==> src/rtl/itoa_pkg.sv <==
`default_nettype none

package itoa_pkg;

    localparam int DIGIT_W = 6;
    localparam int CHAR_W  = 8;

    localparam logic [DIGIT_W-1:0] RADIX_MIN = 6'd2;
    localparam logic [DIGIT_W-1:0] RADIX_MAX = 6'd35;
    localparam logic [DIGIT_W-1:0] RADIX_RST = 6'd10;

    localparam logic [CHAR_W-1:0] CHAR_MINUS = 8'h2D;
    localparam logic [CHAR_W-1:0] CHAR_NUL   = 8'h00;
    localparam logic [CHAR_W-1:0] CHAR_ZERO  = 8'h30;
    // 'a' minus ten, so that digit ten maps to 'a'
    localparam logic [CHAR_W-1:0] CHAR_ALPHA = 8'h57;

    // Shift control shared by every cell of the digit stack
    typedef struct packed {
        logic push;
        logic pop;
    } t_cell_ctl;

    function automatic logic [CHAR_W-1:0] digit_char(input logic [DIGIT_W-1:0] d);
        logic [DIGIT_W-1:0] dc;
        dc = (d > RADIX_MAX) ? RADIX_MAX : d;
        if (dc < 6'd10) begin
            return CHAR_ZERO + {2'b00, dc};
        end else begin
            return CHAR_ALPHA + {2'b00, dc};
        end
    endfunction

endpackage

`default_nettype wire

==> src/rtl/itoa_digit_cell.sv <==
`default_nettype none

module itoa_digit_cell (
    input  wire                           i_clk,
    input  itoa_pkg::t_cell_ctl           i_ctl,
    input  wire [itoa_pkg::DIGIT_W-1:0]   i_from_lo,
    input  wire [itoa_pkg::DIGIT_W-1:0]   i_from_hi,
    output logic [itoa_pkg::DIGIT_W-1:0]  o_digit
);
    import itoa_pkg::*;

    logic [DIGIT_W-1:0] r_digit;

    // Push takes the neighbor nearer the top, pop the one deeper down
    always_ff @(posedge i_clk) begin
        if (i_ctl.push) begin
            r_digit <= i_from_lo;
        end else if (i_ctl.pop) begin
            r_digit <= i_from_hi;
        end
    end

    assign o_digit = r_digit;

endmodule

`default_nettype wire

==> src/rtl/itoa_divider.sv <==
`default_nettype none

module itoa_divider #(
    parameter int VALUE_WIDTH = 16
) (
    input  wire                           i_clk,
    input  wire                           i_rst_n,
    input  wire                           i_start,
    input  wire [VALUE_WIDTH-1:0]         i_dividend,
    input  wire [itoa_pkg::DIGIT_W-1:0]   i_divisor,
    output logic                          o_busy,
    output logic                          o_done,
    output logic [VALUE_WIDTH-1:0]        o_quotient,
    output logic [itoa_pkg::DIGIT_W-1:0]  o_remainder
);
    import itoa_pkg::*;

    localparam int CNT_W = (VALUE_WIDTH > 1) ? $clog2(VALUE_WIDTH) : 1;

    logic                   r_busy;
    logic                   r_done;
    logic [CNT_W-1:0]       r_cnt;
    logic [VALUE_WIDTH-1:0] r_quo;
    logic [DIGIT_W-1:0]     r_rem;
    logic [DIGIT_W-1:0]     r_div;

    logic [DIGIT_W:0]       trial;
    logic [DIGIT_W:0]       diff;
    logic                   q_bit;

    // One restoring step: shift in the next dividend bit, subtract if it fits
    always_comb begin
        trial = {r_rem, r_quo[VALUE_WIDTH-1]};
        diff  = trial - {1'b0, r_div};
        q_bit = (trial >= {1'b0, r_div});
    end

    always_ff @(posedge i_clk) begin
        if (!i_rst_n) begin
            r_busy <= 1'b0;
            r_done <= 1'b0;
            r_cnt  <= '0;
        end else begin
            r_done <= 1'b0;
            if (i_start && !r_busy) begin
                r_busy <= 1'b1;
                r_cnt  <= CNT_W'(VALUE_WIDTH - 1);
            end else if (r_busy) begin
                r_cnt <= r_cnt - 1'b1;
                if (r_cnt == '0) begin
                    r_busy <= 1'b0;
                    r_done <= 1'b1;
                end
            end
        end
    end

    always_ff @(posedge i_clk) begin
        if (i_start && !r_busy) begin
            r_quo <= i_dividend;
            r_rem <= '0;
            r_div <= i_divisor;
        end else if (r_busy) begin
            r_quo <= {r_quo[VALUE_WIDTH-2:0], q_bit};
            r_rem <= q_bit ? diff[DIGIT_W-1:0] : trial[DIGIT_W-1:0];
        end
    end

    assign o_busy      = r_busy;
    assign o_done      = r_done;
    assign o_quotient  = r_quo;
    assign o_remainder = r_rem;

endmodule

`default_nettype wire

==> src/rtl/int_to_ascii_radix_core.sv <==
`default_nettype none

// Integer to ASCII text in a programmable base.
//
// Input channel: i_valid / o_stall carry one signed i_number per beat. The
// block takes one number at a time; o_stall is low only while it is idle.
// Output channel: o_valid / i_stall carry one character per beat: a '-' for a
// negative number, the digits most significant first (0-9 then a-y), and a
// NUL terminator with o_last set. A base outside 2..35 gives the NUL alone.
// Config: i_radix_we writes i_radix (the base); write only while idle.
//
// Operation: each digit comes from the shared bit-serial divider; digits are then
// popped from the cell row one character a cycle while the output is not stalled.
// A stall on the output simply holds the output register and the cell row;
// nothing is dropped. The next number is taken as soon as the terminator is
// loaded into the output register.
// Reset (synchronous, active low) returns to idle, empties the output and
// sets the base to ten.
module int_to_ascii_radix_core #(
    parameter int VALUE_WIDTH = 16,
    parameter int MAX_DIGITS  = 16
) (
    input  wire                                 i_clk,
    input  wire                                 i_rst_n,
    // number in
    input  wire                                 i_valid,
    output logic                                o_stall,
    input  wire signed [VALUE_WIDTH-1:0]        i_number,
    // characters out
    output logic                                o_valid,
    input  wire                                 i_stall,
    output logic [itoa_pkg::CHAR_W-1:0]         o_char_code,
    output logic                                o_last,
    // base register
    input  wire                                 i_radix_we,
    input  wire [itoa_pkg::DIGIT_W-1:0]         i_radix
);
    import itoa_pkg::*;

    localparam int CNT_W = $clog2(MAX_DIGITS + 1);

    typedef enum logic [4:0] {
        S_IDLE  = 5'b00001,
        S_DIV   = 5'b00010,
        S_SIGN  = 5'b00100,
        S_DIGIT = 5'b01000,
        S_TERM  = 5'b10000
    } t_state;

    t_state r_state, n_state;

    logic [DIGIT_W-1:0]      r_radix;
    logic [CNT_W-1:0]        r_count, n_count;
    logic                    r_neg, n_neg;

    logic                    r_o_valid, n_o_valid;
    logic [CHAR_W-1:0]       r_char, n_char;
    logic                    r_last, n_last;

    // divider hookup
    logic                    div_start;
    logic [VALUE_WIDTH-1:0]  div_dividend;
    logic                    div_busy;
    logic                    div_done;
    logic [VALUE_WIDTH-1:0]  div_quo;
    logic [DIGIT_W-1:0]      div_rem;

    // digit stack
    t_cell_ctl               cell_ctl;
    logic [DIGIT_W-1:0]      cell_q [MAX_DIGITS];

    logic                    in_beat;
    logic                    out_free;
    logic                    radix_ok;
    logic [VALUE_WIDTH-1:0]  magnitude;
    logic [CNT_W-1:0]        count_inc;

    assign o_stall   = (r_state != S_IDLE);
    assign in_beat   = i_valid && !o_stall;
    assign out_free  = !r_o_valid || !i_stall;
    assign radix_ok  = (r_radix >= RADIX_MIN) && (r_radix <= RADIX_MAX);
    // Two's complement negate; the most negative value lands on 2^(W-1) unsigned
    assign magnitude = i_number[VALUE_WIDTH-1] ?
                       ({VALUE_WIDTH{1'b0}} - $unsigned(i_number)) : $unsigned(i_number);
    assign count_inc = r_count + 1'b1;

    // Base register
    always_ff @(posedge i_clk) begin
        if (!i_rst_n) begin
            r_radix <= RADIX_RST;
        end else if (i_radix_we) begin
            r_radix <= i_radix;
        end
    end

    // Sequencer: divide digits into the stack, then send the sign, pop the digits out in order and send the terminator
    always_comb begin
        n_state      = r_state;
        n_count      = r_count;
        n_neg        = r_neg;
        n_o_valid    = r_o_valid && i_stall;
        n_char       = r_char;
        n_last       = r_last;
        div_start    = 1'b0;
        div_dividend = magnitude;
        cell_ctl     = '{push: 1'b0, pop: 1'b0};

        unique case (r_state)
            S_IDLE: begin
                if (in_beat) begin
                    n_count = '0;
                    if (radix_ok) begin
                        n_neg     = i_number[VALUE_WIDTH-1];
                        div_start = 1'b1;
                        n_state   = S_DIV;
                    end else begin
                        n_state = S_TERM;
                    end
                end
            end
            S_DIV: begin
                div_dividend = div_quo;
                if (div_done) begin
                    cell_ctl.push = 1'b1;
                    n_count       = count_inc;
                    if ((div_quo != '0) && (count_inc != CNT_W'(MAX_DIGITS))) begin
                        div_start = 1'b1;
                    end else begin
                        n_state = r_neg ? S_SIGN : S_DIGIT;
                    end
                end
            end
            S_SIGN: begin
                if (out_free) begin
                    n_o_valid = 1'b1;
                    n_char    = CHAR_MINUS;
                    n_last    = 1'b0;
                    n_state   = S_DIGIT;
                end
            end
            S_DIGIT: begin
                if (out_free) begin
                    n_o_valid    = 1'b1;
                    n_char       = digit_char(cell_q[0]);
                    n_last       = 1'b0;
                    cell_ctl.pop = 1'b1;
                    n_count      = r_count - 1'b1;
                    if (r_count == CNT_W'(1)) begin
                        n_state = S_TERM;
                    end
                end
            end
            S_TERM: begin
                if (out_free) begin
                    n_o_valid = 1'b1;
                    n_char    = CHAR_NUL;
                    n_last    = 1'b1;
                    n_state   = S_IDLE;
                end
            end
            default: begin
                n_state = S_IDLE;
            end
        endcase
    end

    always_ff @(posedge i_clk) begin
        if (!i_rst_n) begin
            r_state   <= S_IDLE;
            r_count   <= '0;
            r_neg     <= 1'b0;
            r_o_valid <= 1'b0;
        end else begin
            r_state   <= n_state;
            r_count   <= n_count;
            r_neg     <= n_neg;
            r_o_valid <= n_o_valid;
        end
    end

    // Output payload: hold while stalled
    always_ff @(posedge i_clk) begin
        r_char <= n_char;
        r_last <= n_last;
    end

    assign o_valid     = r_o_valid;
    assign o_char_code = r_char;
    assign o_last      = r_last;

    itoa_divider #(
        .VALUE_WIDTH (VALUE_WIDTH)
    ) u_divider (
        .i_clk       (i_clk),
        .i_rst_n     (i_rst_n),
        .i_start     (div_start),
        .i_dividend  (div_dividend),
        .i_divisor   (r_radix),
        .o_busy      (div_busy),
        .o_done      (div_done),
        .o_quotient  (div_quo),
        .o_remainder (div_rem)
    );

    // Stack of digit cells; cell 0 is the top. Push enters at cell 0 and
    // shifts the row deeper, pop shifts it back toward cell 0.
    for (genvar g = 0; g < MAX_DIGITS; g++) begin : g_cell
        logic [DIGIT_W-1:0] from_lo;
        logic [DIGIT_W-1:0] from_hi;

        if (g == 0) begin : g_top
            assign from_lo = div_rem;
        end else begin : g_mid
            assign from_lo = cell_q[g-1];
        end

        if (g == MAX_DIGITS - 1) begin : g_bottom
            assign from_hi = '0;
        end else begin : g_inner
            assign from_hi = cell_q[g+1];
        end

        itoa_digit_cell u_cell (
            .i_clk     (i_clk),
            .i_ctl     (cell_ctl),
            .i_from_lo (from_lo),
            .i_from_hi (from_hi),
            .o_digit   (cell_q[g])
        );
    end

    // The terminator is the only character that carries the last flag
    a_last_is_nul : assert property (@(posedge i_clk) disable iff (!i_rst_n)
        o_valid && o_last |-> o_char_code == CHAR_NUL)
        else $error("last flag on a non-terminator character");

    // Stack depth never exceeds the cell count
    a_count_bound : assert property (@(posedge i_clk) disable iff (!i_rst_n)
        r_count <= CNT_W'(MAX_DIGITS))
        else $error("digit count beyond stack depth");

    // Popping digits only with digits held
    a_digit_nonempty : assert property (@(posedge i_clk) disable iff (!i_rst_n)
        r_state == S_DIGIT |-> r_count != '0)
        else $error("digit emission with an empty stack");

    // Divider is only started when it is free
    a_div_free : assert property (@(posedge i_clk) disable iff (!i_rst_n)
        div_start |-> !div_busy)
        else $error("divider restarted while busy");

endmodule

`default_nettype wire
==> config.mk <==
export PLATFORM = sky130hd
export DESIGN_NAME = int_to_ascii_radix_core
export DESIGN_NICKNAME = d
export VERILOG_FILES = /design/src/rtl/itoa_pkg.sv /design/src/rtl/itoa_digit_cell.sv /design/src/rtl/itoa_divider.sv /design/src/rtl/int_to_ascii_radix_core.sv
export SDC_FILE = /design/constraint.sdc
export NUM_CORES = 1
export LEC_CHECK = 0
export ABC_CLOCK_PERIOD_IN_PS = 3680
export CAP_MARGIN = 20
export CORE_MARGIN = 4
export CORE_UTILIZATION = 45
export DETAILED_ROUTE_END_ITERATION = 10
export DONT_BUFFER_PORTS = 1
export GPL_TIMING_DRIVEN = 0
export PLACE_DENSITY = 0.58
export SLEW_MARGIN = 20
export SYNTH_ARGS = -nofsm -noshare
export SYNTH_HDL_FRONTEND = slang
export SYNTH_HIERARCHICAL = 1
export SYNTH_SLANG_ARGS = --single-unit
==> constraint.sdc <==
create_clock -name i_clk -period 3.68 [get_ports i_clk]
set_input_delay 0.184 -clock i_clk [delete_from_list [all_inputs] [get_ports i_clk]]
set_output_delay 0.184 -clock i_clk [all_outputs]
set_load 0.02 [all_outputs]
=== Yosys cells after proc, flatten, opt, wreduce, memory -nomap -nowiden ===
Cells that the tools add are included.

* Input bits: 27
* Register bits after elaboration: 157

* Magnitude comparators: 5
* Bitwise gates (word level): 2
* Multiplexer cells: 77
* Equality and inequality tests: 17
* $add $sub $neg: 7
* Reductions and logical operators: 26

{| class="wikitable"
|+ Operator list
! cell !! number
|-
| two-way mux 6 bit || 34
|-
| two-way mux 16 bit || 4
|-
| two-way mux 5 bit || 11
|-
| two-way mux 8 bit || 4
|-
| one-hot mux 5 bit (5 select lines) || 1
|-
| one-hot mux 8 bit (3 select lines) || 1
|-
| two-way mux 1 bit || 16
|-
| nonzero test 16 bit || 1
|-
| subtractor 1 x 16 -> 16 bit, first input constant || 1
|-
| one-hot mux 5 bit (3 select lines) || 1
|-
| inequality test 2 bit, second input constant || 7
|-
| two-way mux 4 bit || 3
|-
| equality test 5 x 1 -> 1 bit, second input constant || 2
|-
| adder 7 x 6 -> 8 bit, first input constant || 1
|-
| AND reduction 4 bit || 2
|-
| adder 6 x 6 -> 7 bit, first input constant || 1
|-
| greater-or-equal comparator 7 x 6 -> 1 bit || 1
|-
| AND reduction 7 bit || 1
|-
| greater-or-equal comparator 6 x 2 -> 1 bit, second input constant || 1
|-
| greater-than comparator 6 bit, second input constant || 1
|-
| less-or-equal comparator 6 bit, second input constant || 1
|-
| < comparator 6 x 4 -> 1 bit, second input constant || 1
|-
| AND reduction 3 bit || 2
|-
| nonzero test 2 bit || 3
|-
| 21 further kinds || 33
|}

=== Longest topological paths before layout ===
Gate-level depths: netlist of run 1.

* Word-level depth: 9
* Gate-level depth with buffers: 10

=== Hierarchy ===
Netlist of run 1, hierarchy kept.

{| class="wikitable"
|+ By module, submodules not included
! module !! area each (um^2) !! times used !! seq. area each (um^2) !! cells an instance
|-
| itoa_digit_cell || 287.8 || 16 || 180.2 || 14
|-
| int_to_ascii_radix_core || 2162.1 || 1 || 630.6 || 278
|-
| itoa_divider || 1687.9 || 1 || 900.9 || 142
|}

=== Worst setup path after synthesis of run 1 ===
Ideal clock, no wire load.

* Path kind: register to register
* From: reg r_state[4]
* To: reg u_divider.r_quo[10], in the netlist u_divider/o_quotient[10], data pin
* Data required time: 3.420 ns
* Stages on the path, launching flop included: 10
* Library setup time: 0.260 ns
* Data arrival time: 2.896 ns
* Setup slack: 0.524 ns
* Cell sequence: dfxtp_1 or3_1 nor2_2 and2_1 a21o_1 buf_2 nor2b_1 buf_4 buf_2 mux2_2

* Cells in the longest elaborated chain, start to end: 7
* Elaborated cells on any way between the ends: 9
* Classes of those cells: eq/ne: 3; mux: 3; reduce/logical: 3

{| class="wikitable"
|+ Ends and longest elaborated chain
! what !! line !! source
|-
| start: declaration || int_to_ascii_radix_core.sv:50 || <nowiki>t_state r_state, n_state;</nowiki>
|-
| start signal: assignment || int_to_ascii_radix_core.sv:174 || <nowiki>r_state <= n_state;</nowiki>
|-
| inequality test 5 x 1 -> 1 bit || int_to_ascii_radix_core.sv:78 || <nowiki>assign o_stall = (r_state != S_IDLE);</nowiki>
|-
| zero test 1 bit || int_to_ascii_radix_core.sv:79 || <nowiki>assign in_beat = i_valid && !o_stall;</nowiki>
|-
| logical AND 1 bit || int_to_ascii_radix_core.sv:79 ||
|-
| two-way mux 1 bit || int_to_ascii_radix_core.sv:110 || <nowiki>if (in_beat) begin</nowiki>
|-
| one-hot mux 1 bit (2 select lines) * || int_to_ascii_radix_core.sv:108 || <nowiki>unique case (r_state)</nowiki>
|-
| named net div_start || int_to_ascii_radix_core.sv:61 || <nowiki>logic div_start;</nowiki>
|-
| logical AND 1 bit * || itoa_divider.sv:59 || <nowiki>if (i_start && !r_busy) begin</nowiki>
|-
| two-way mux 16 bit * || itoa_divider.sv:59 ||
|-
| end signal: assignment || itoa_divider.sv:60 || <nowiki>r_quo <= i_dividend;</nowiki>
|-
| end signal: assignment || itoa_divider.sv:64 || <nowiki>r_quo <= {r_quo[VALUE_WIDTH-2:0], q_bit};</nowiki>
|-
| end: declaration || itoa_divider.sv:23 || <nowiki>logic [VALUE_WIDTH-1:0] r_quo;</nowiki>
|}

Mark *: on every way through the listed nets, which the timed path passes. The rest lies on a longest branch.
A chain may end at the register's enable or synchronous reset.

=== Worst setup path in the final report of run 1 ===
* From: reg r_state[4]
* To: reg u_divider.r_quo[5], in the netlist u_divider/o_quotient[5], data pin

The elaborated chain is that of the path after synthesis.

==> insert_results.sql, run 1 <==
INSERT INTO impl_metrics (metric_group, metric, value, unit) VALUES
('logic_synthesis', 'synth-simple-area-share', '10.2', '%'),
('timing', 'slew_violations', '0', ''),
('worst_setup_path', 'crit-reg2reg-launch', 'r_state[4]$_SDFFE_PN0P_', ''),
('logic_synthesis', 'ys_seq_area_share', '52.2', '%'),
('routing', 'routedWlPerCell', '18.3', 'µm'),
('worst_setup_path', 'critical_path.startpoint_type', 'flop', ''),
('logic_synthesis', 'postSynthCellCount', '644', ''),
('logic_synthesis', 'syn-mean-instance-area', '13.1', 'µm²'),
('clock_tree', 'inserted_clock_buffers', '17', ''),
('run', 'drv.max_cap_violation_count', '0', ''),
('hold_path', 'hold_path.class', 'primary input to flop', ''),
('routing', 'route.final.wire_length', '16.8', 'mm'),
('timing', 'final.setup_skew', '0.0105', 'ns'),
('finish', 'layout_commonest_cell', 'edfxtp_1', ''),
('timing', 'fmax', '301', 'MHz'),
('finish', 'final_cell_area', '9430', 'µm²'),
('logic_synthesis', 'synth-compound-area-share', '8.11', '%'),
('power_and_ir_drop', 'power_density', '498', 'nW/µm²'),
('power_and_ir_drop', 'internal_cell_power', '3.38', 'mW'),
('logic_synthesis', 'synth_enable_flop_cells', '127', ''),
('clock_tree', 'worst_setup_hold_path_clk_slew', '0.07', 'ns'),
('clock_tree', 'cts-htree-levels', '4', ''),
('routing', 'drt_pre_antenna_iters', '5', ''),
('logic_synthesis', 'synthAdderAreaFrac', '2.28', '%'),
('placement', 'postPlaceCellArea', '8760', 'µm²'),
('grt', 'first_pass_grt_wire_length', '27.2', 'mm'),
('power_and_ir_drop', 'seq_power_share', '46.7', '%'),
('timing', 'rsz0062_at_grt', 'false', ''),
('logic_synthesis', 'post_synth_num_cell_types', '72', ''),
('timing', 'worstMarginPinSlew', '0.955', 'ns'),
('placement', 'place_congestion', '0.823', ''),
('routing', 'viasPerCell', '5.57', ''),
('routing', 'ant_nets', '0', ''),
('die', 'die_x_extent', '145', 'µm'),
('power_and_ir_drop', 'clkPwrFrac', '36.9', '%'),
('grt', 'grt_max_degree', '18', ''),
('clock_tree', 'clkLatencyLatePin', '0.43', 'ns'),
('logic_synthesis', 'synthFlopType', 'edfxtp_1', ''),
('worst_setup_path', 'crit-reg2reg-capture', 'u_divider/o_quotient[5]$_DFFE_PP_', ''),
('worst_setup_path', 'kind_of_end_point_of_the_critical_path', 'flop', ''),
('timing', 'min_period_over_period', '90.3', '%'),
('logic_synthesis', 'async_flop_share', '0', '%'),
('outcome', 'result_of_the_run', 'finished, final reports clean', ''),
('clock_tree', 'post-cts-setup-buffer-count', '0', ''),
('finish', 'layout.cells.most_common_list', 'edfxtp_1, mux2_4, nand2_1', ''),
('routing', 'vias', '5119', ''),
('timing', 'slew-limit-headroom', '36.1', '%'),
('routing', 'drc', '0', ''),
('hold_path', 'min_path_cells', '3', ''),
('finish', 'register_area', '4410', 'µm²'),
('die', 'fp-row-count', '49', ''),
('die', 'io-pin-count', '38', ''),
('finish', 'area_growth_syn_to_layout', '11.5', '%'),
('logic_synthesis', 'yosys_warnings', '6', ''),
('timing', 'finalCriticalPeriod', '3.32', 'ns'),
('grt', 'grt_use_total', '16.2', '%'),
('grt', 'global_route.overflow_total', '0', ''),
('clock_tree', 'clock-root-buffer', 'clkbuf_16', ''),
('worst_setup_path', 'critPathKind', 'flop to flop', ''),
('worst_setup_path', 'endpoint_arrival_time_on_the_critical_path', '3.50', 'ns'),
('worst_setup_path', 'reg2reg_setup_slack', '0.36', 'ns'),
('worst_setup_path', 'timing.critical_path.fanout_max', '17', ''),
('finish', 'drive_above_1_share', '26.4', '%'),
('grt', 'grt_antenna_before_repair', '0', ''),
('power_and_ir_drop', 'power.leakage', '3.51', 'nW'),
('placement', 'dpl.hpwl', '12.4', 'mm'),
('power_and_ir_drop', 'ir_worst_vdd', '0.317', 'mV'),
('placement', 'place_inst', '879', ''),
('worst_setup_path', 'worst-endpoint-required', '3.86', 'ns'),
('placement', 'dpl_worst_slack', '-0.179', 'ns'),
('placement', 'portBuffers', '0', '');
==> flip-flops by register name, indices dropped and copies added, names as in the netlist <==
| register | count |
|---|---|
| g_cell.u_cell/o_digit | 96 |
| o_char_code | 8 |
| o_last | 1 |
| o_valid | 1 |
| r_count | 5 |
| r_neg | 1 |
| r_radix | 6 |
| r_state | 5 |
| u_divider/o_busy | 1 |
| u_divider/o_done | 1 |
| u_divider/o_quotient | 16 |
| u_divider/o_remainder | 6 |
| u_divider/r_cnt | 4 |
| u_divider/r_div | 6 |
==> worst max path at each step <==
stage,from,endpoint,slack (ns),cells past startpoint
after CTS,r_state[4]$_SDFFE_PN0P_,u_divider/o_quotient[11]$_DFFE_PP_,0.16,9
after floorplan,r_state[4]$_SDFFE_PN0P_,u_divider/o_quotient[10]$_DFFE_PP_,0.52,9
after global routing,r_state[4]$_SDFFE_PN0P_,u_divider/o_quotient[12]$_DFFE_PP_,0.17,9
final,r_state[4]$_SDFFE_PN0P_,u_divider/o_quotient[5]$_DFFE_PP_,0.36,9
after global placement,r_state[4]$_SDFFE_PN0P_,u_divider/o_quotient[9]$_DFFE_PP_,-0.11,9
after detailed placement,r_state[4]$_SDFFE_PN0P_,u_divider/o_quotient[11]$_DFFE_PP_,-0.18,9
==> worst max-delay path, cell delays in order, from the launching register on <==
cell,delay (ns)
dfxtp_1,0.35
or3_1,0.45
nor2_2,0.35
and2_4,0.45
a21o_1,0.17
buf_2,0.19
nor2b_1,0.17
buf_4,0.18
buf_2,0.37
mux2_2,0.39
==> per-stage QoR <==
| step | power, mW | util, % |
|---|---|---|
| 3_3_place_gp | 2.96 | 48.1 |
| 6_report | 4.69 | 51.8 |
| 5_1_grt | 4.91 | 51.8 |
| 2_1_floorplan | 2.81 | - |
| 3_5_place_dp | 2.99 | 48.1 |
| 4_1_cts | 4.73 | 51.8 |
==> per-layer routing <==
| layer | part of all wire, % | track usage (%) | routed length (µm) |
|---|---|---|---|
| met1 | 48 | 21.6 | 8020 |
| met2 | 48 | 26.6 | 8080 |
| met3 | 3.4 | 3.62 | 564 |
| met4 | 0.95 | 4.84 | 159 |
| met5 | 0 | 0 | 0 |
==> power by group through the flow <==
stage / clock network (mW) / logic, mW / registers (mW)
floorplan: 0 / 0.618 / 2.19
CTS: 1.77 / 0.769 / 2.19
detailed placement: 0 / 0.760 / 2.23
global route: 1.85 / 0.858 / 2.21
finish: 1.73 / 0.771 / 2.19
global placement: 0 / 0.733 / 2.23
==> cell usage after synthesis (13+ instances only) <==
cell type / count / area share (%)
edfxtp_1: 127 / 45
mux2_4: 96 / 17
nand2_1: 46 / 2.0
nor2_1: 34 / 1.5
dfxtp_1: 30 / 7.1
o21ai_0: 30 / 1.8
inv_1: 19 / 0.84
clkbuf_1: 18 / 0.80
buf_6: 17 / 2.3
mux2_2: 17 / 2.3
a21oi_1: 16 / 0.95
or2_1: 16 / 1.2
xor2_1: 16 / 1.7
ha_1: 13 / 1.9
mux2i_1: 13 / 1.5
==> logic make-up (layout without fill, tap and decap cells) <==
logic type      after synthesis  count (layout)
compound gates               97              97
fa+ha+maj                    15              15
xor+xnor                     19              19
buf+inv                      61             101
mux                         126             126
simple gates                168             168
other cells                   1               7
flops                       157             157
==> area by class of cell <==
class | count | area share, %
repair buffers | 8 | 0.850
plain buffers | 42 | 3.15
flip-flops and latches | 157 | 46.8
well taps | 229 | 3.04
clock inverters | 14 | 1.59
multi-input cells | 432 | 39.2
inverters | 19 | 0.757
clock buffers | 18 | 4.55
==> repair_timing <==
action	CTS	global route
hold buffers	8	0
setup endpoints to repair	9	9
gates resized for setup	1	1
hold endpoints to repair	13	0
Power figures use the tool's default switching activity.
==> inputs of run 2 (changes only) <==
- CELL_PAD_IN_SITES_DETAIL_PLACEMENT: default -> 0
- CELL_PAD_IN_SITES_GLOBAL_PLACEMENT: default -> 1
- PLACE_DENSITY: 0.58 -> 0.67
==> insert_results.sql, run 2 (synthesized netlist as in run 1, its figures left out) <==
INSERT INTO impl_metrics (metric_group, metric, value, unit) VALUES
('finish', 'final_cell_area', '9430', 'µm²'),
('timing', 'final_hold_fails', '0', ''),
('clock_tree', 'tritoncts', 'built', ''),
('timing', 'fmax', '293', 'MHz'),
('grt', 'grt_max_degree', '17', ''),
('worst_setup_path', 'reg2reg_setup_slack', '0.27', 'ns'),
('finish', 'drive_above_1_share', '26.6', '%'),
('finish', 'diodes', '0', ''),
('timing', 'min_period_over_period', '92.7', '%'),
('timing', 'worstMarginPinSlew', '0.794', 'ns'),
('timing', 'finalCriticalPeriod', '3.41', 'ns'),
('clock_tree', 'worst_setup_hold_path_clk_slew', '0.07', 'ns'),
('grt', 'first_pass_grt_wire_length', '27.2', 'mm'),
('worst_setup_path', 'kind_of_end_point_of_the_critical_path', 'flop', ''),
('routing', 'vias', '4999', ''),
('clock_tree', 'clock-root-buffer', 'clkbuf_16', ''),
('worst_setup_path', 'endpoint_arrival_time_on_the_critical_path', '3.59', 'ns'),
('power_and_ir_drop', 'switching_power', '1.31', 'mW'),
('die', 'core_region_area', '18200', 'µm²'),
('finish', 'register_area', '4410', 'µm²'),
('worst_setup_path', 'cell_depth_of_the_worst_flop_to_flop_path', '9', ''),
('routing', 'route.final.wire_length', '16.8', 'mm'),
('power_and_ir_drop', 'power.share.switching', '28.3', '%'),
('worst_setup_path', 'timing.critical_path.fanout_max', '15', ''),
('routing', 'routedWlPerCell', '18.3', 'µm'),
('grt', 'grt_use_total', '16.1', '%'),
('clock_tree', 'clkLatencyLatePin', '0.43', 'ns'),
('timing', 'setup_slack', '0.268', 'ns'),
('hold_path', 'hp-start', 'i_rst_n', ''),
('finish', 'nNetsFinal', '719', ''),
('finish', 'largest_register_ffs', '96', ''),
('power_and_ir_drop', 'clkPwrFrac', '35.8', '%'),
('placement', 'place_inst', '880', ''),
('worst_setup_path', 'critical_path.startpoint_type', 'flop', ''),
('routing', 'ant_nets', '0', ''),
('worst_setup_path', 'critPathKind', 'flop to flop', ''),
('power_and_ir_drop', 'seq_power_share', '47.5', '%'),
('run', 'drv.max_cap_violation_count', '0', ''),
('finish', 'fill_cells', '1553', ''),
('die', 'floorplan.initialDensity', '46.4', '%'),
('outcome', 'result_of_the_run', 'finished, final reports clean', ''),
('finish', 'instances_no_fill', '920', ''),
('placement', 'dpl.hpwl', '12.6', 'mm'),
('placement', 'dpl_worst_slack', '0.285', 'ns'),
('die', 'die_x_extent', '145', 'µm'),
('timing', 'slew-limit-headroom', '46.9', '%'),
('grt', 'global_route.overflow_total', '0', ''),
('routing', 'drt_pre_antenna_iters', '4', ''),
('worst_setup_path', 'crit-reg2reg-capture', 'u_divider/o_quotient[5]$_DFFE_PP_', ''),
('finish', 'layout_commonest_cell', 'edfxtp_1', ''),
('die', 'die-area', '21000', 'µm²'),
('die', 'io-pin-count', '38', ''),
('placement', 'postPlaceCellArea', '8790', 'µm²'),
('hold_path', 'min_path_cells', '2', ''),
('finish', 'layout.cells.most_common_list', 'edfxtp_1, mux2_4, nand2_1', ''),
('hold_path', 'hold_path.class', 'primary input to flop', ''),
('hold_path', 'worstHoldEndpoint', 'o_valid$_SDFF_PN0_', ''),
('placement', 'portBuffers', '0', ''),
('clock_tree', 'cts.sink_count', '157', ''),
('clock_tree', 'inserted_clock_buffers', '17', ''),
('grt', 'grt_antenna_before_repair', '1', ''),
('timing', 'slew_violations', '0', ''),
('power_and_ir_drop', 'power_density', '489', 'nW/µm²'),
('power_and_ir_drop', 'internal_cell_power', '3.31', 'mW'),
('power_and_ir_drop', 'ir_worst_vdd', '0.304', 'mV'),
('finish', 'area_growth_syn_to_layout', '11.6', '%'),
('clock_tree', 'clk_path_buf_depth', '2', ''),
('timing', 'final.setup_skew', '0.00789', 'ns'),
('die', 'die_height', '145', 'µm'),
('die', 'fp-row-count', '49', ''),
('timing', 'rsz0062_at_grt', 'false', ''),
('worst_setup_path', 'crit-reg2reg-launch', 'r_state[4]$_SDFFE_PN0P_', ''),
('routing', 'drtIter0Drc', '257', ''),
('clock_tree', 'cts-htree-levels', '4', ''),
('routing', 'drc', '0', ''),
('worst_setup_path', 'worst-endpoint-required', '3.86', 'ns'),
('routing', 'viasPerCell', '5.43', ''),
('finish', 'multi_input_comb_area', '3700', 'µm²'),
('power_and_ir_drop', 'power.leakage', '3.51', 'nW'),
('timing', 'setup_viol', '0', ''),
('grt', 'vias_in_the_first_global_route', '5154', ''),
('power_and_ir_drop', 'combinationalPowerShare', '16.8', '%'),
('clock_tree', 'post-cts-setup-buffer-count', '0', ''),
('placement', 'place_congestion', '0.829', '');
run 2: layout make-up:
| cell class | instances | share of cell area (%) |
|---|---|---|
| Clock inverter | 15 | 1.41 |
| Multi-Input combinational cell | 432 | 39.2 |
| Sequential cell | 157 | 46.8 |
| Clock buffer | 17 | 4.51 |
| Timing Repair Buffer | 9 | 1.14 |
| Inverter | 19 | 0.756 |
| Tap cell | 229 | 3.04 |
| Buffer | 42 | 3.14 |
run 2: worst max-delay path: stages, from the launching register on:
cell	delay [ns]
dfxtp_1	0.35
or3_1	0.44
nor2_2	0.34
and2_1	0.54
a21o_1	0.20
buf_2	0.19
nor2b_1	0.15
buf_4	0.18
buf_2	0.37
mux2_2	0.39
run 2: per-stage QoR:
step | hold WS [ns] | total power [mW] | util (%) | TNS, ns
global route | 0.0995 | 4.84 | 51.8 | 0
finish | 0.110 | 4.62 | 51.8 | 0
global placement | 0.311 | 2.96 | 48.1 | -1.91
detailed placement | 0.308 | 3.00 | 48.3 | 0
floorplan | 0.298 | 2.81 | - | 0
CTS | 0.0929 | 4.66 | 51.8 | 0
run 2: worst max path at each step:
stage	to	slack [ns]	start
after floorplan	u_divider/o_quotient[10]$_DFFE_PP_	0.52	r_state[4]$_SDFFE_PN0P_
after global placement	u_divider/o_quotient[7]$_DFFE_PP_	-0.21	r_state[4]$_SDFFE_PN0P_
after detailed placement	u_divider/o_quotient[14]$_DFFE_PP_	0.28	r_state[4]$_SDFFE_PN0P_
after CTS	u_divider/o_quotient[14]$_DFFE_PP_	0.27	r_state[4]$_SDFFE_PN0P_
after global routing	u_divider/o_quotient[14]$_DFFE_PP_	0.1	r_state[4]$_SDFFE_PN0P_
final	u_divider/o_quotient[5]$_DFFE_PP_	0.27	r_state[4]$_SDFFE_PN0P_
run 2: power by group through the flow:
stage | Combinational, mW | Clock [mW] | Sequential [mW]
after global placement | 0.737 | 0 | 2.23
after CTS | 0.775 | 1.69 | 2.19
after global routing | 0.866 | 1.77 | 2.21
after detailed placement | 0.765 | 0 | 2.23
final | 0.774 | 1.65 | 2.19
after floorplan | 0.618 | 0 | 2.19
run 2: timing repair:
item                                   4_1_cts  5_1_grt
endpoints found under the hold margin       13        0
resized for setup                            0        0
hold buffers                                 8        0
run 2: metal layers:
metal	track usage (%)	part of all wire, %	up-vias
li1	-	-	2454
met1	21.4	48	2452
met2	26.5	47	70
met3	3.18	2.6	21
met4	5.41	1.6	2
met5	0	0.077	-
==> inputs of run 3 (changes only) <==
- ABC_CLOCK_PERIOD_IN_PS: 3680 -> 3800
- SLEW_MARGIN: 20 -> default
- clock period: 3.68 -> 3.8 ns (I/O delays scaled with it)
==> insert_results.sql, run 3 (synthesized netlist as in run 1, its figures left out) <==
INSERT INTO impl_metrics (metric_group, metric, value, unit) VALUES
('grt', 'grt_max_degree', '17', ''),
('placement', 'place_inst', '880', ''),
('hold_path', 'hold_path.class', 'primary input to flop', ''),
('timing', 'slew-limit-headroom', '47.0', '%'),
('finish', 'layout_commonest_cell', 'edfxtp_1', ''),
('worst_setup_path', 'critPathKind', 'flop to flop', ''),
('worst_setup_path', 'endpoint_arrival_time_on_the_critical_path', '3.58', 'ns'),
('grt', 'met1_global_route_usage', '21.4', '%'),
('grt', 'grt_use_total', '16.1', '%'),
('finish', 'diodes', '0', ''),
('grt', 'global_route.overflow_total', '0', ''),
('die', 'core_region_area', '18200', 'µm²'),
('die', 'die-area', '21000', 'µm²'),
('worst_setup_path', 'critical_path.startpoint_type', 'flop', ''),
('routing', 'drc', '0', ''),
('clock_tree', 'worst_setup_hold_path_clk_slew', '0.07', 'ns'),
('timing', 'worstMarginPinSlew', '0.793', 'ns'),
('worst_setup_path', 'worst-endpoint-required', '3.97', 'ns'),
('power_and_ir_drop', 'ir_worst_vdd', '0.291', 'mV'),
('grt', 'grt_antenna_before_repair', '1', ''),
('grt', 'vias_in_the_first_global_route', '5154', ''),
('finish', 'largest_register_ffs', '96', ''),
('die', 'io-pin-count', '38', ''),
('placement', 'dpl_worst_slack', '0.405', 'ns'),
('routing', 'viasPerCell', '5.46', ''),
('die', 'fp-row-count', '49', ''),
('clock_tree', 'cts_resized', '0', ''),
('timing', 'fmax', '294', 'MHz'),
('worst_setup_path', 'timing.critical_path.fanout_max', '15', ''),
('timing', 'rsz0062_at_grt', 'false', ''),
('clock_tree', 'cts.sink_count', '157', ''),
('grt', 'grt_met3_usage', '3.18', '%'),
('finish', 'area_growth_syn_to_layout', '11.6', '%'),
('clock_tree', 'clock-root-buffer', 'clkbuf_16', ''),
('grt', 'grt_busiest_layer', 'met2', ''),
('timing', 'slew_violations', '0', ''),
('routing', 'drtIter0Drc', '263', ''),
('timing', 'finalCriticalPeriod', '3.40', 'ns'),
('power_and_ir_drop', 'power_density', '473', 'nW/µm²'),
('clock_tree', 'post-cts-setup-buffer-count', '0', ''),
('clock_tree', 'postCtsHoldBufs', '8', ''),
('routing', 'vias', '5029', ''),
('clock_tree', 'clk_path_buf_depth', '2', ''),
('die', 'floorplan.initialDensity', '46.4', '%'),
('timing', 'final.setup_skew', '0.00903', 'ns'),
('placement', 'dpl.hpwl', '12.6', 'mm'),
('finish', 'nNetsFinal', '720', ''),
('finish', 'instances_no_fill', '921', ''),
('routing', 'drt_pre_antenna_iters', '5', ''),
('die', 'die_height', '145', 'µm'),
('power_and_ir_drop', 'power.leakage', '3.52', 'nW'),
('placement', 'place_congestion', '0.829', ''),
('run', 'drv.max_cap_violation_count', '0', ''),
('clock_tree', 'inserted_clock_buffers', '17', ''),
('timing', 'min_period_over_period', '89.6', '%'),
('finish', 'fill_cells', '1554', ''),
('routing', 'routedWlPerCell', '18.3', 'µm'),
('clock_tree', 'tritoncts', 'built', ''),
('outcome', 'result_of_the_run', 'finished, final reports clean', ''),
('timing', 'setup_slack', '0.397', 'ns'),
('clock_tree', 'cts-htree-levels', '4', ''),
('routing', 'ant_nets', '0', ''),
('timing', 'setup_viol', '0', ''),
('worst_setup_path', 'kind_of_end_point_of_the_critical_path', 'flop', ''),
('placement', 'portBuffers', '0', ''),
('die', 'die_x_extent', '145', 'µm'),
('grt', 'grt.met2_usage', '26.5', '%'),
('grt', 'first_pass_grt_wire_length', '27.2', 'mm'),
('finish', 'drive_above_1_share', '26.6', '%'),
('timing', 'final_hold_fails', '0', ''),
('routing', 'route.final.wire_length', '16.8', 'mm'),
('finish', 'layout.cells.most_common_list', 'edfxtp_1, mux2_4, nand2_1', ''),
('clock_tree', 'clkLatencyLatePin', '0.42', 'ns');
[run 3: cell count changes in the layout (fill, tap and decap cells not counted), sizes merged]
cell,change
buf,+1
[run 3: worst paths after layout]
check | start | endpoint | slack (ns) | cells past startpoint
worst min-delay path | i_rst_n | o_valid$_SDFF_PN0_ | 0.12 | 2
worst max-delay path | r_state[4]$_SDFFE_PN0P_ | u_divider/o_quotient[5]$_DFFE_PP_ | 0.40 | 9
worst max register to register | r_state[4]$_SDFFE_PN0P_ | u_divider/o_quotient[5]$_DFFE_PP_ | 0.40 | 9
worst min register to register | r_radix[0]$_SDFFE_PN0P_ | u_divider/r_div[0]$_DFFE_PP_ | 0.45 | 0
[run 3: cell type report]
| cell class | instances | area, µm² | share of cell area, % |
|---|---|---|---|
| Tap cell | 229 | 287 | 3.04 |
| Inverter | 19 | 71.3 | 0.756 |
| Buffer | 42 | 297 | 3.14 |
| Sequential cell | 157 | 4410 | 46.8 |
| Clock buffer | 17 | 425 | 4.51 |
| Clock inverter | 15 | 133 | 1.41 |
| Multi-Input combinational cell | 432 | 3690 | 39.2 |
| Timing Repair Buffer | 10 | 115 | 1.22 |
[run 3: layer usage]
metal,share of wire (%),wire (µm)
met1,48,8030
met2,48,8030
met3,2.9,495
met4,1.6,263
met5,0.077,13
[run 3: where the power goes]
group / internal [mW] / switching, mW / total [mW]
combinational: 0.338 / 0.410 / 0.748
sequential: 2.01 / 0.112 / 2.12
clock: 0.858 / 0.739 / 1.60
total: 3.21 / 1.26 / 4.47
[run 3: critical path: stages (launching register included)]
cell and delay (ns):
dfxtp_1 0.35, or3_1 0.44, nor2_2 0.34, and2_1 0.53
a21o_1 0.20, buf_2 0.19, nor2b_1 0.15, buf_4 0.18
buf_2 0.37, mux2_2 0.39
[run 3: stage by stage]
step	utilization (%)	area, µm²	hold slack, ns	power [mW]	TNS [ns]
5_1_grt	51.8	9440	0.106	4.69	0
4_1_cts	51.8	9430	0.0989	4.51	0
3_5_place_dp	48.3	8790	0.314	2.90	0
2_1_floorplan	-	8480	0.304	2.72	0
6_report	51.8	9440	0.117	4.47	0
3_3_place_gp	48.1	8760	0.317	2.87	-0.831
